`src/hdl/tsfm_pkg.sv`:
```
// ----------------------------------------------------------------------------
// tsfm_pkg
// Shared widths, field offsets, register indexes, FSM states and helper
// functions for the touch sample filter / calibration map / tap block.
// ----------------------------------------------------------------------------
package tsfm_pkg;

    localparam int SAMPLE_BITS = 12;
    localparam int COORD_W     = 12;
    localparam int CAL_W       = 16;
    localparam int TIME_W      = 32;
    localparam int DB_W        = 16;

    // (raw - low) always fits 18 bits signed for SAMPLE_BITS up to 16
    localparam int DIFF_W      = 18;
    localparam int SPAN_W      = CAL_W + 1;
    localparam int PROD_W      = DIFF_W + COORD_W + 1;
    localparam int NUM_W       = 30;
    localparam int DIV_STEPS   = NUM_W / 2;
    localparam int STEP_CNT_W  = $clog2(DIV_STEPS);

    localparam int RAIL_W      = 17;
    localparam logic [RAIL_W-1:0] RAIL_LOW  = RAIL_W'(100);
    localparam logic [RAIL_W-1:0] RAIL_HIGH = RAIL_W'(4000);

    // input beat layout
    localparam int IN_PEN_LSB  = 0;
    localparam int IN_X0_LSB   = 1;
    localparam int IN_X1_LSB   = IN_X0_LSB + SAMPLE_BITS;
    localparam int IN_X2_LSB   = IN_X1_LSB + SAMPLE_BITS;
    localparam int IN_Y0_LSB   = IN_X2_LSB + SAMPLE_BITS;
    localparam int IN_Y1_LSB   = IN_Y0_LSB + SAMPLE_BITS;
    localparam int IN_Y2_LSB   = IN_Y1_LSB + SAMPLE_BITS;
    localparam int IN_NOW_LSB  = IN_Y2_LSB + SAMPLE_BITS;
    localparam int IN_BITS     = IN_NOW_LSB + TIME_W;
    localparam int S_TDATA_W   = ((IN_BITS + 7) / 8) * 8;

    // result beat layout
    localparam int OUT_VALID_BIT = 0;
    localparam int OUT_SX_LSB    = 1;
    localparam int OUT_SY_LSB    = OUT_SX_LSB + COORD_W;
    localparam int OUT_TAP_BIT   = OUT_SY_LSB + COORD_W;
    localparam int OUT_BITS      = OUT_TAP_BIT + 1;
    localparam int M_TDATA_W     = ((OUT_BITS + 7) / 8) * 8;

    // configuration port
    localparam int CFG_ADDR_W  = 8;
    localparam int CFG_DATA_W  = 16;

    typedef enum logic [CFG_ADDR_W-1:0] {
        CFG_SWAP_AXES    = 8'd0,
        CFG_RAW_X_LOW    = 8'd1,
        CFG_RAW_X_HIGH   = 8'd2,
        CFG_RAW_Y_LOW    = 8'd3,
        CFG_RAW_Y_HIGH   = 8'd4,
        CFG_SCREEN_X_MAX = 8'd5,
        CFG_SCREEN_Y_MAX = 8'd6,
        CFG_DEBOUNCE_MS  = 8'd7
    } cfg_idx_e;

    localparam logic [CAL_W-1:0]   RST_RAW_LOW  = CAL_W'(200);
    localparam logic [CAL_W-1:0]   RST_RAW_HIGH = CAL_W'(3900);
    localparam logic [COORD_W-1:0] RST_X_MAX    = COORD_W'(319);
    localparam logic [COORD_W-1:0] RST_Y_MAX    = COORD_W'(239);
    localparam logic [DB_W-1:0]    RST_DEBOUNCE = DB_W'(50);

    typedef enum logic [2:0] {
        ST_IDLE,
        ST_MED,
        ST_MUL,
        ST_DIV,
        ST_WAIT,
        ST_OUT
    } state_t;

    typedef struct packed {
        logic                     start;
        logic signed [NUM_W-1:0]  num;
        logic signed [SPAN_W-1:0] den;
    } div_req_t;

    typedef struct packed {
        logic             done;
        logic             neg;
        logic [NUM_W-1:0] mag;
    } div_rsp_t;

    function automatic logic [SAMPLE_BITS-1:0] med3(
        input logic [SAMPLE_BITS-1:0] a,
        input logic [SAMPLE_BITS-1:0] b,
        input logic [SAMPLE_BITS-1:0] c
    );
        logic [SAMPLE_BITS-1:0] lo;
        logic [SAMPLE_BITS-1:0] hi;
        logic [SAMPLE_BITS-1:0] mid;
        lo  = (a > b) ? b : a;
        hi  = (a > b) ? a : b;
        mid = (hi > c) ? c : hi;
        return (lo > mid) ? lo : mid;
    endfunction

    function automatic logic in_rail(input logic [SAMPLE_BITS-1:0] v);
        logic [RAIL_W-1:0] w;
        w = RAIL_W'(v);
        return (w >= RAIL_LOW) && (w <= RAIL_HIGH);
    endfunction

endpackage

```
`src/hdl/tsfm_div.sv`:
```
// ----------------------------------------------------------------------------
// tsfm_div
// Shared signed divider, truncating toward zero. Works on magnitudes,
// restoring algorithm, two quotient bits per cycle. Result is a magnitude
// plus a negative flag, presented with a one-cycle done pulse.
// ----------------------------------------------------------------------------
module tsfm_div
    import tsfm_pkg::*;
(
    input  logic     aclk,
    input  logic     aresetn,
    input  div_req_t req,
    output div_rsp_t rsp
);

    logic                  busy_reg,  busy_next;
    logic                  done_reg,  done_next;
    logic                  neg_reg,   neg_next;
    logic [STEP_CNT_W-1:0] cnt_reg,   cnt_next;
    logic [NUM_W-1:0]      qr_reg,    qr_next;
    logic [SPAN_W-1:0]     rem_reg,   rem_next;
    logic [SPAN_W-1:0]     den_reg,   den_next;

    logic [SPAN_W:0]   sh1, sh2;
    logic [SPAN_W:0]   r1,  r2;
    logic              ge1, ge2;
    logic [NUM_W-1:0]  num_mag;
    logic [SPAN_W-1:0] den_mag;

    assign num_mag = req.num[NUM_W-1]  ? NUM_W'(-req.num)  : NUM_W'(req.num);
    assign den_mag = req.den[SPAN_W-1] ? SPAN_W'(-req.den) : SPAN_W'(req.den);

    always_comb begin
        sh1 = {rem_reg, qr_reg[NUM_W-1]};
        ge1 = sh1 >= {1'b0, den_reg};
        r1  = ge1 ? sh1 - {1'b0, den_reg} : sh1;
        sh2 = {r1[SPAN_W-1:0], qr_reg[NUM_W-2]};
        ge2 = sh2 >= {1'b0, den_reg};
        r2  = ge2 ? sh2 - {1'b0, den_reg} : sh2;
    end

    always_comb begin
        busy_next = busy_reg;
        done_next = 1'b0;
        neg_next  = neg_reg;
        cnt_next  = cnt_reg;
        qr_next   = qr_reg;
        rem_next  = rem_reg;
        den_next  = den_reg;
        if (req.start) begin
            busy_next = 1'b1;
            neg_next  = req.num[NUM_W-1] ^ req.den[SPAN_W-1];
            cnt_next  = STEP_CNT_W'(DIV_STEPS - 1);
            qr_next   = num_mag;
            rem_next  = '0;
            den_next  = den_mag;
        end else if (busy_reg) begin
            qr_next  = {qr_reg[NUM_W-3:0], ge1, ge2};
            rem_next = r2[SPAN_W-1:0];
            cnt_next = cnt_reg - 1'b1;
            if (cnt_reg == '0) begin
                busy_next = 1'b0;
                done_next = 1'b1;
            end
        end
    end

    always_ff @(posedge aclk) begin
        if (!aresetn) begin
            busy_reg <= 1'b0;
            done_reg <= 1'b0;
        end else begin
            busy_reg <= busy_next;
            done_reg <= done_next;
        end
        neg_reg <= neg_next;
        cnt_reg <= cnt_next;
        qr_reg  <= qr_next;
        rem_reg <= rem_next;
        den_reg <= den_next;
    end

    assign rsp.done = done_reg;
    assign rsp.neg  = neg_reg;
    assign rsp.mag  = qr_reg;

endmodule

```
`src/hdl/touch_sample_filter_map_tap.sv`:
```
// ----------------------------------------------------------------------------
// touch_sample_filter_map_tap
// Median-of-three filter, rail rejection, calibration map and tap debounce
// for a resistive touch panel.
// ----------------------------------------------------------------------------
// Usage:
//   s_* channel takes one beat per touch report: pen line, three raw X and
//   three raw Y conversions, millisecond time. m_* gives one beat per report:
//   touch_valid, screen_x, screen_y, tap. cfg_* writes calibration registers
//   (index in cfg_addr, value in cfg_data); cfg_ready is always high and
//   writes belong in idle periods only.
//   Flow: s_tready is high only in the idle state, so one report is in
//   flight at a time. A report that is not a valid touch goes from the
//   median state straight to the output state. A valid touch runs two
//   signed divisions, one per axis, on the shared divider (two quotient
//   bits per cycle) with a multiply before each; an axis with a zero span
//   skips its division. A new report is accepted only after the previous
//   one has been loaded into the output register.
//   A result waiting in the output register does not block the next
//   acceptance; a finished result is held back only while the previous one
//   still stalls on m_tready.
//   Reset (aresetn low, synchronous) restores default calibration, clears
//   the pressed flag and the last edge time, and empties the output register.
// ----------------------------------------------------------------------------
module touch_sample_filter_map_tap
    import tsfm_pkg::*;
(
    input  logic                  aclk,
    input  logic                  aresetn,
    // pen_down, x_sample_0, x_sample_1, x_sample_2, y_sample_0, y_sample_1,
    // y_sample_2, now_ms (from bit 0 up), zero padded
    input  logic [S_TDATA_W-1:0]  s_tdata,
    input  logic                  s_tvalid,
    output logic                  s_tready,
    // touch_valid, screen_x, screen_y, tap (from bit 0 up), zero padded
    output logic [M_TDATA_W-1:0]  m_tdata,
    output logic                  m_tvalid,
    input  logic                  m_tready,
    input  logic                  cfg_valid,
    output logic                  cfg_ready,
    input  logic [CFG_ADDR_W-1:0] cfg_addr,
    input  logic [CFG_DATA_W-1:0] cfg_data
);

    // calibration registers
    logic               swap_reg;
    logic [CAL_W-1:0]   xlo_reg, xhi_reg, ylo_reg, yhi_reg;
    logic [COORD_W-1:0] xmax_reg, ymax_reg;
    logic [DB_W-1:0]    db_reg;

    state_t state_reg, state_next;

    logic [IN_BITS-1:0]     in_reg;
    logic [SAMPLE_BITS-1:0] ax_reg, ay_reg;
    logic                   valid_reg;
    logic                   tap_reg;
    logic                   axis_reg;
    logic [COORD_W-1:0]     sx_reg, sy_reg;
    logic signed [NUM_W-1:0]  num_reg;
    logic signed [SPAN_W-1:0] span_reg;
    logic                   pressed_reg;
    logic [TIME_W-1:0]      last_edge_reg;
    logic [M_TDATA_W-1:0]   out_reg;
    logic                   out_valid_reg;

    // control strobes
    logic ld_in, ld_med, ld_mul, axis_done, ld_out;

    // median / debounce terms
    logic [SAMPLE_BITS-1:0] mx, my;
    logic                   med_valid;
    logic [TIME_W-1:0]      now_ms, elapsed;
    logic                   past_db;

    // mapping terms
    logic [SAMPLE_BITS-1:0]   raw_sel;
    logic [CAL_W-1:0]         lo_sel, hi_sel;
    logic [COORD_W-1:0]       top_sel;
    logic signed [DIFF_W-1:0] diff;
    logic signed [PROD_W-1:0] prod;
    logic signed [SPAN_W-1:0] span;
    logic [COORD_W-1:0]       clamped;
    logic [COORD_W-1:0]       axis_val;
    logic                     span_zero;

    div_req_t div_req;
    div_rsp_t div_rsp;

    tsfm_div u_div (
        .aclk    (aclk),
        .aresetn (aresetn),
        .req     (div_req),
        .rsp     (div_rsp)
    );

    assign cfg_ready = 1'b1;

    always_ff @(posedge aclk) begin
        if (!aresetn) begin
            swap_reg <= 1'b0;
            xlo_reg  <= RST_RAW_LOW;
            xhi_reg  <= RST_RAW_HIGH;
            ylo_reg  <= RST_RAW_LOW;
            yhi_reg  <= RST_RAW_HIGH;
            xmax_reg <= RST_X_MAX;
            ymax_reg <= RST_Y_MAX;
            db_reg   <= RST_DEBOUNCE;
        end else if (cfg_valid) begin
            case (cfg_addr)
                CFG_SWAP_AXES:    swap_reg <= cfg_data[0];
                CFG_RAW_X_LOW:    xlo_reg  <= cfg_data[CAL_W-1:0];
                CFG_RAW_X_HIGH:   xhi_reg  <= cfg_data[CAL_W-1:0];
                CFG_RAW_Y_LOW:    ylo_reg  <= cfg_data[CAL_W-1:0];
                CFG_RAW_Y_HIGH:   yhi_reg  <= cfg_data[CAL_W-1:0];
                CFG_SCREEN_X_MAX: xmax_reg <= cfg_data[COORD_W-1:0];
                CFG_SCREEN_Y_MAX: ymax_reg <= cfg_data[COORD_W-1:0];
                CFG_DEBOUNCE_MS:  db_reg   <= cfg_data[DB_W-1:0];
                default: ;
            endcase
        end
    end

    // ---- median, rail check, debounce ----
    assign mx = med3(in_reg[IN_X0_LSB +: SAMPLE_BITS], in_reg[IN_X1_LSB +: SAMPLE_BITS],
                     in_reg[IN_X2_LSB +: SAMPLE_BITS]);
    assign my = med3(in_reg[IN_Y0_LSB +: SAMPLE_BITS], in_reg[IN_Y1_LSB +: SAMPLE_BITS],
                     in_reg[IN_Y2_LSB +: SAMPLE_BITS]);
    assign med_valid = in_reg[IN_PEN_LSB] && in_rail(mx) && in_rail(my);
    assign now_ms    = in_reg[IN_NOW_LSB +: TIME_W];
    assign elapsed   = now_ms - last_edge_reg;
    assign past_db   = elapsed > TIME_W'(db_reg);

    // ---- per-axis map operands ----
    assign raw_sel = axis_reg ? ay_reg   : ax_reg;
    assign lo_sel  = axis_reg ? ylo_reg  : xlo_reg;
    assign hi_sel  = axis_reg ? yhi_reg  : xhi_reg;
    assign top_sel = axis_reg ? ymax_reg : xmax_reg;

    assign diff = $signed({{(DIFF_W-SAMPLE_BITS){1'b0}}, raw_sel})
                - $signed({{(DIFF_W-CAL_W){lo_sel[CAL_W-1]}}, lo_sel});
    assign prod = diff * $signed({1'b0, top_sel});
    assign span = $signed({hi_sel[CAL_W-1], hi_sel}) - $signed({lo_sel[CAL_W-1], lo_sel});
    assign span_zero = (span_reg == '0);

    // negative quotient clamps to zero, large one to the screen edge
    always_comb begin
        if (div_rsp.neg && (div_rsp.mag != '0)) begin
            clamped = '0;
        end else if (div_rsp.mag > NUM_W'(top_sel)) begin
            clamped = top_sel;
        end else begin
            clamped = div_rsp.mag[COORD_W-1:0];
        end
    end
    assign axis_val = (state_reg == ST_DIV) ? '0 : clamped;

    assign div_req.num = num_reg;
    assign div_req.den = span_reg;

    // ---- FSM: next state ----
    always_comb begin
        state_next = state_reg;
        case (state_reg)
            ST_IDLE: if (s_tvalid) state_next = ST_MED;
            ST_MED:  state_next = med_valid ? ST_MUL : ST_OUT;
            ST_MUL:  state_next = ST_DIV;
            ST_DIV: begin
                if (!span_zero) begin
                    state_next = ST_WAIT;
                end else begin
                    state_next = axis_reg ? ST_OUT : ST_MUL;
                end
            end
            ST_WAIT: if (div_rsp.done) state_next = axis_reg ? ST_OUT : ST_MUL;
            ST_OUT:  if (!out_valid_reg || m_tready) state_next = ST_IDLE;
            default: state_next = ST_IDLE;
        endcase
    end

    // ---- FSM: outputs ----
    always_comb begin
        s_tready      = 1'b0;
        ld_in         = 1'b0;
        ld_med        = 1'b0;
        ld_mul        = 1'b0;
        axis_done     = 1'b0;
        ld_out        = 1'b0;
        div_req.start = 1'b0;
        case (state_reg)
            ST_IDLE: begin
                s_tready = 1'b1;
                ld_in    = s_tvalid;
            end
            ST_MED:  ld_med = 1'b1;
            ST_MUL:  ld_mul = 1'b1;
            ST_DIV: begin
                div_req.start = !span_zero;
                axis_done     = span_zero;
            end
            ST_WAIT: axis_done = div_rsp.done;
            ST_OUT:  ld_out = !out_valid_reg || m_tready;
            default: ;
        endcase
    end

    always_ff @(posedge aclk) begin
        if (!aresetn) begin
            state_reg     <= ST_IDLE;
            pressed_reg   <= 1'b0;
            last_edge_reg <= '0;
            out_valid_reg <= 1'b0;
        end else begin
            state_reg <= state_next;
            if (ld_med && past_db && (med_valid != pressed_reg)) begin
                pressed_reg   <= med_valid;
                last_edge_reg <= now_ms;
            end
            if (ld_out) begin
                out_valid_reg <= 1'b1;
            end else if (m_tready) begin
                out_valid_reg <= 1'b0;
            end
        end
    end

    always_ff @(posedge aclk) begin
        if (ld_in) begin
            in_reg <= s_tdata[IN_BITS-1:0];
        end
        if (ld_med) begin
            ax_reg    <= swap_reg ? my : mx;
            ay_reg    <= swap_reg ? mx : my;
            valid_reg <= med_valid;
            tap_reg   <= med_valid && !pressed_reg && past_db;
            axis_reg  <= 1'b0;
            sx_reg    <= '0;
            sy_reg    <= '0;
        end
        if (ld_mul) begin
            num_reg  <= prod[NUM_W-1:0];
            span_reg <= span;
        end
        if (axis_done) begin
            if (axis_reg) begin
                sy_reg <= axis_val;
            end else begin
                sx_reg <= axis_val;
            end
            axis_reg <= 1'b1;
        end
        if (ld_out) begin
            out_reg <= M_TDATA_W'({tap_reg, sy_reg, sx_reg, valid_reg});
        end
    end

    assign m_tdata  = out_reg;
    assign m_tvalid = out_valid_reg;

endmodule

```
`config.mk`:
```
export PLATFORM = sky130hd
export DESIGN_NAME = touch_sample_filter_map_tap
export DESIGN_NICKNAME = d
export VERILOG_FILES = /design/src/hdl/tsfm_pkg.sv /design/src/hdl/tsfm_div.sv /design/src/hdl/touch_sample_filter_map_tap.sv
export SDC_FILE = /design/constraint.sdc
export NUM_CORES = 2
export LEC_CHECK = 0
export BUFFER_PORTS_ARGS = -buffer_cell sky130_fd_sc_hd__buf_2
export CORE_MARGIN = 3
export CORE_UTILIZATION = 40
export DETAILED_ROUTE_END_ITERATION = 16
export GPL_TIMING_DRIVEN = 0
export MAX_ROUTING_LAYER = met4
export SLEW_MARGIN = 20
export SYNTH_ARGS = -nofsm -noshare
export SYNTH_HDL_FRONTEND = slang
export SYNTH_HIERARCHICAL = 1
export SYNTH_SLANG_ARGS = --single-unit
```
`constraint.sdc`:
```
create_clock -name aclk -period 12.2 [get_ports aclk]
set_input_delay 1.22 -clock aclk [delete_from_list [all_inputs] [get_ports aclk]]
set_output_delay 1.22 -clock aclk [all_outputs]
set_load 0.02 [all_outputs]
```
==> results_dict.tcl <==
set metrics [dict create \
    status "finished clean" \
    cpMostUsedCell "a21oi_1" \
    grt-ovfl-total 0 \
    finalSetupTns_ps 0 \
    nNetsFinal 4302 \
    clk_pin_slew_ps 70 \
    synthCells 3476 \
    critPathKind "reg -> reg" \
    slew_viol_final 0 \
    synth_flop_cell "edfxtp_1" \
    slowest_delay_ps 620 \
    antenna_found_initial 7 \
    area.growth.synth_to_final_pct 12.6 \
    fmax_mhz 86.6 \
    ctsHoldBuffers 0 \
    wirelength_mm 86.6 \
    fin_crit_sh_pct 94.7 \
    first_iter_violations 1614 \
    die_h_um 293 \
    io_pins 176 \
    layout-drive-gt1-share_pct 10.9 \
    ant_nets 0 \
    worst_pin_slew_ps 1010 \
    place.gp.congestion 0.895 \
    fin_skew_ps 61.6 \
    ys_ff_latch 442 \
    synth_cell_types 95 \
    grt_pass1_vias 25200 \
    clk_latency_ps 630 \
    rsz0062_at_grt "false" \
    grt_pass1_wl_mm 137 \
    remaining_drc_errors 0 \
    die_x_um 293 \
    min-delay-path-class "reg -> reg" \
    grt_usage_pct 20.7 \
    synth_edf_count 252 \
    synth_area_um2 32900 \
    syn_avg_cell_area_um2 9.47 \
    required_ps 12600 \
    clk_path_buf_depth 3 \
    slew-limit-headroom_pct 31.3 \
    path_max_fanout 10 \
    slowest_stage "buf_1" \
    start_kind "flip-flop" \
    min_period_ps 11550 \
    place.detailed.hpwl_mm 68.3 \
    portBuffers 160 \
    cts_buffers 50 \
    synth-warning-count 6 \
    critical_path_arrival_ps 11950 \
    grt_max_degree 57 \
    h-tree-depth 2 \
    finalSetupViolCount 0 \
    hold_violations 0 \
    vias 25400 \
    clockRootBuffer "clkbuf_16" \
    wire_per_inst_um 18.0 \
    first_pass_iters 5 \
    via_per_inst 5.27 \
    yosysSeqAreaShare_pct 34.5 \
    cts_tree "built" \
    start_util_pct 40.6 \
    row_count 104 \
    drv_cap 0 \
    die_area_um2 85800 \
    fp.coreArea_um2 81100 \
    async_reset_ff_share_pct 0 \
    crit_path_end_kind "flip-flop" \
    largest_register_ffs 105 \
    cts.sinks 442 \
]
cells in the mapped netlist, types with 48 or more instances:
library cell	count	share of area, %
a21o_1	50	1.1
mux2i_1	116	3.5
xor2_1	48	1.3
dfxtp_1	190	12
edfxtp_1	252	23
fa_1	193	12
inv_1	407	4.6
ha_1	264	10
nand3_1	101	1.5
nand2_1	412	4.7
a21oi_1	219	3.3
mux2_2	75	2.6
nor2_1	274	3.1
o21ai_0	114	1.7
xnor2_1	82	2.2
clkbuf_1	98	1.1
what timing repair did:
| item | CTS | global route |
|---|---|---|
| gates resized for setup | 0 | 6 |
| hold endpoints to repair | 0 | 0 |
| endpoints found under the setup margin | 0 | 5 |
| buffers inserted | 0 | 0 |
final timing paths:
path | from | end | slack, ps | depth (start not counted)
setup reg to reg | axis_reg | num_reg[28] | 650 | 39
setup / recovery | axis_reg | num_reg[28] | 650 | 39
hold / removal | sy_reg[0] | m_tdata[13] | 430 | 0
hold reg to reg | sy_reg[0] | m_tdata[13] | 430 | 0
logic make-up (layout without fill, tap and decap cells):
group	Yosys count	after routing	synth area share [%]
xor gates and xnor gates	130	130	3.46
other	2	12	0.0228
muxes	195	195	6.25
DFF	442	442	34.5
adders and majority gates	457	457	21.8
and+or+nand+nor	1065	1065	14.8
buffers and inverters	546	811	6.53
AOI/OAI and AO/OA	639	639	12.6
per-layer routing:
layer  part of all wire (%)  wire length [um]  GRT usage (%)
met1                     45             39300           27.4
met5                      0                 0              -
met2                     46             39700           33.0
met3                    6.1              5250           3.10
met4                    2.8              2420           5.94
metrics by stage:
step | util, % | setup slack [ps] | cell area [um^2] | hold slack, ps | std cells
after floorplan | - | 2350 | 33000 | 400 | 3481
after global placement | 43.3 | 214 | 35100 | 418 | 4701
after detailed placement | 43.6 | 195 | 35300 | 417 | 4712
after CTS | 45.7 | 172 | 37100 | 432 | 4806
after global routing | 45.7 | 40.0 | 37100 | 439 | 4811
final | 45.7 | 650 | 37100 | 429 | 4811
layout by cell type (no fill, tap or decap), drive strengths merged, types with 116 or more instances in the layout:
master / synthesis / final
ha: 264 / 264
fa: 193 / 193
inv: 409 / 409
edfxtp: 252 / 252
a21oi: 219 / 219
clkbuf: 98 / 166
o21ai: 136 / 136
mux2i: 116 / 116
buf: 37 / 207
nor2: 274 / 274
dfxtp: 190 / 190
nand2: 413 / 413
critical path: cells and delay by family, from the launching register on:
kind                       cells  cell delay [ps]
AOI/OAI and AO/OA             17             3690
adders and majority gates      8             3560
buffers and inverters          6             1730
and+or+nand+nor                5              920
xor gates and xnor gates       2              670
muxes                          1              440
DFF                            1              300
layout make-up:
type	instances	area [um^2]
inverters	411	1540
well taps	1060	1330
fillers	7800	44000
diodes	5	12.5
flip-flops and latches	442	11400
repair buffers	171	988
multi-input cells	2493	19500
clock buffers	67	1370
plain buffers	135	609
clock inverters	27	353
Power is left out: the tool's default activity adds up to more than one toggle a clock period on the data nets, which glitch-free logic cannot reach.
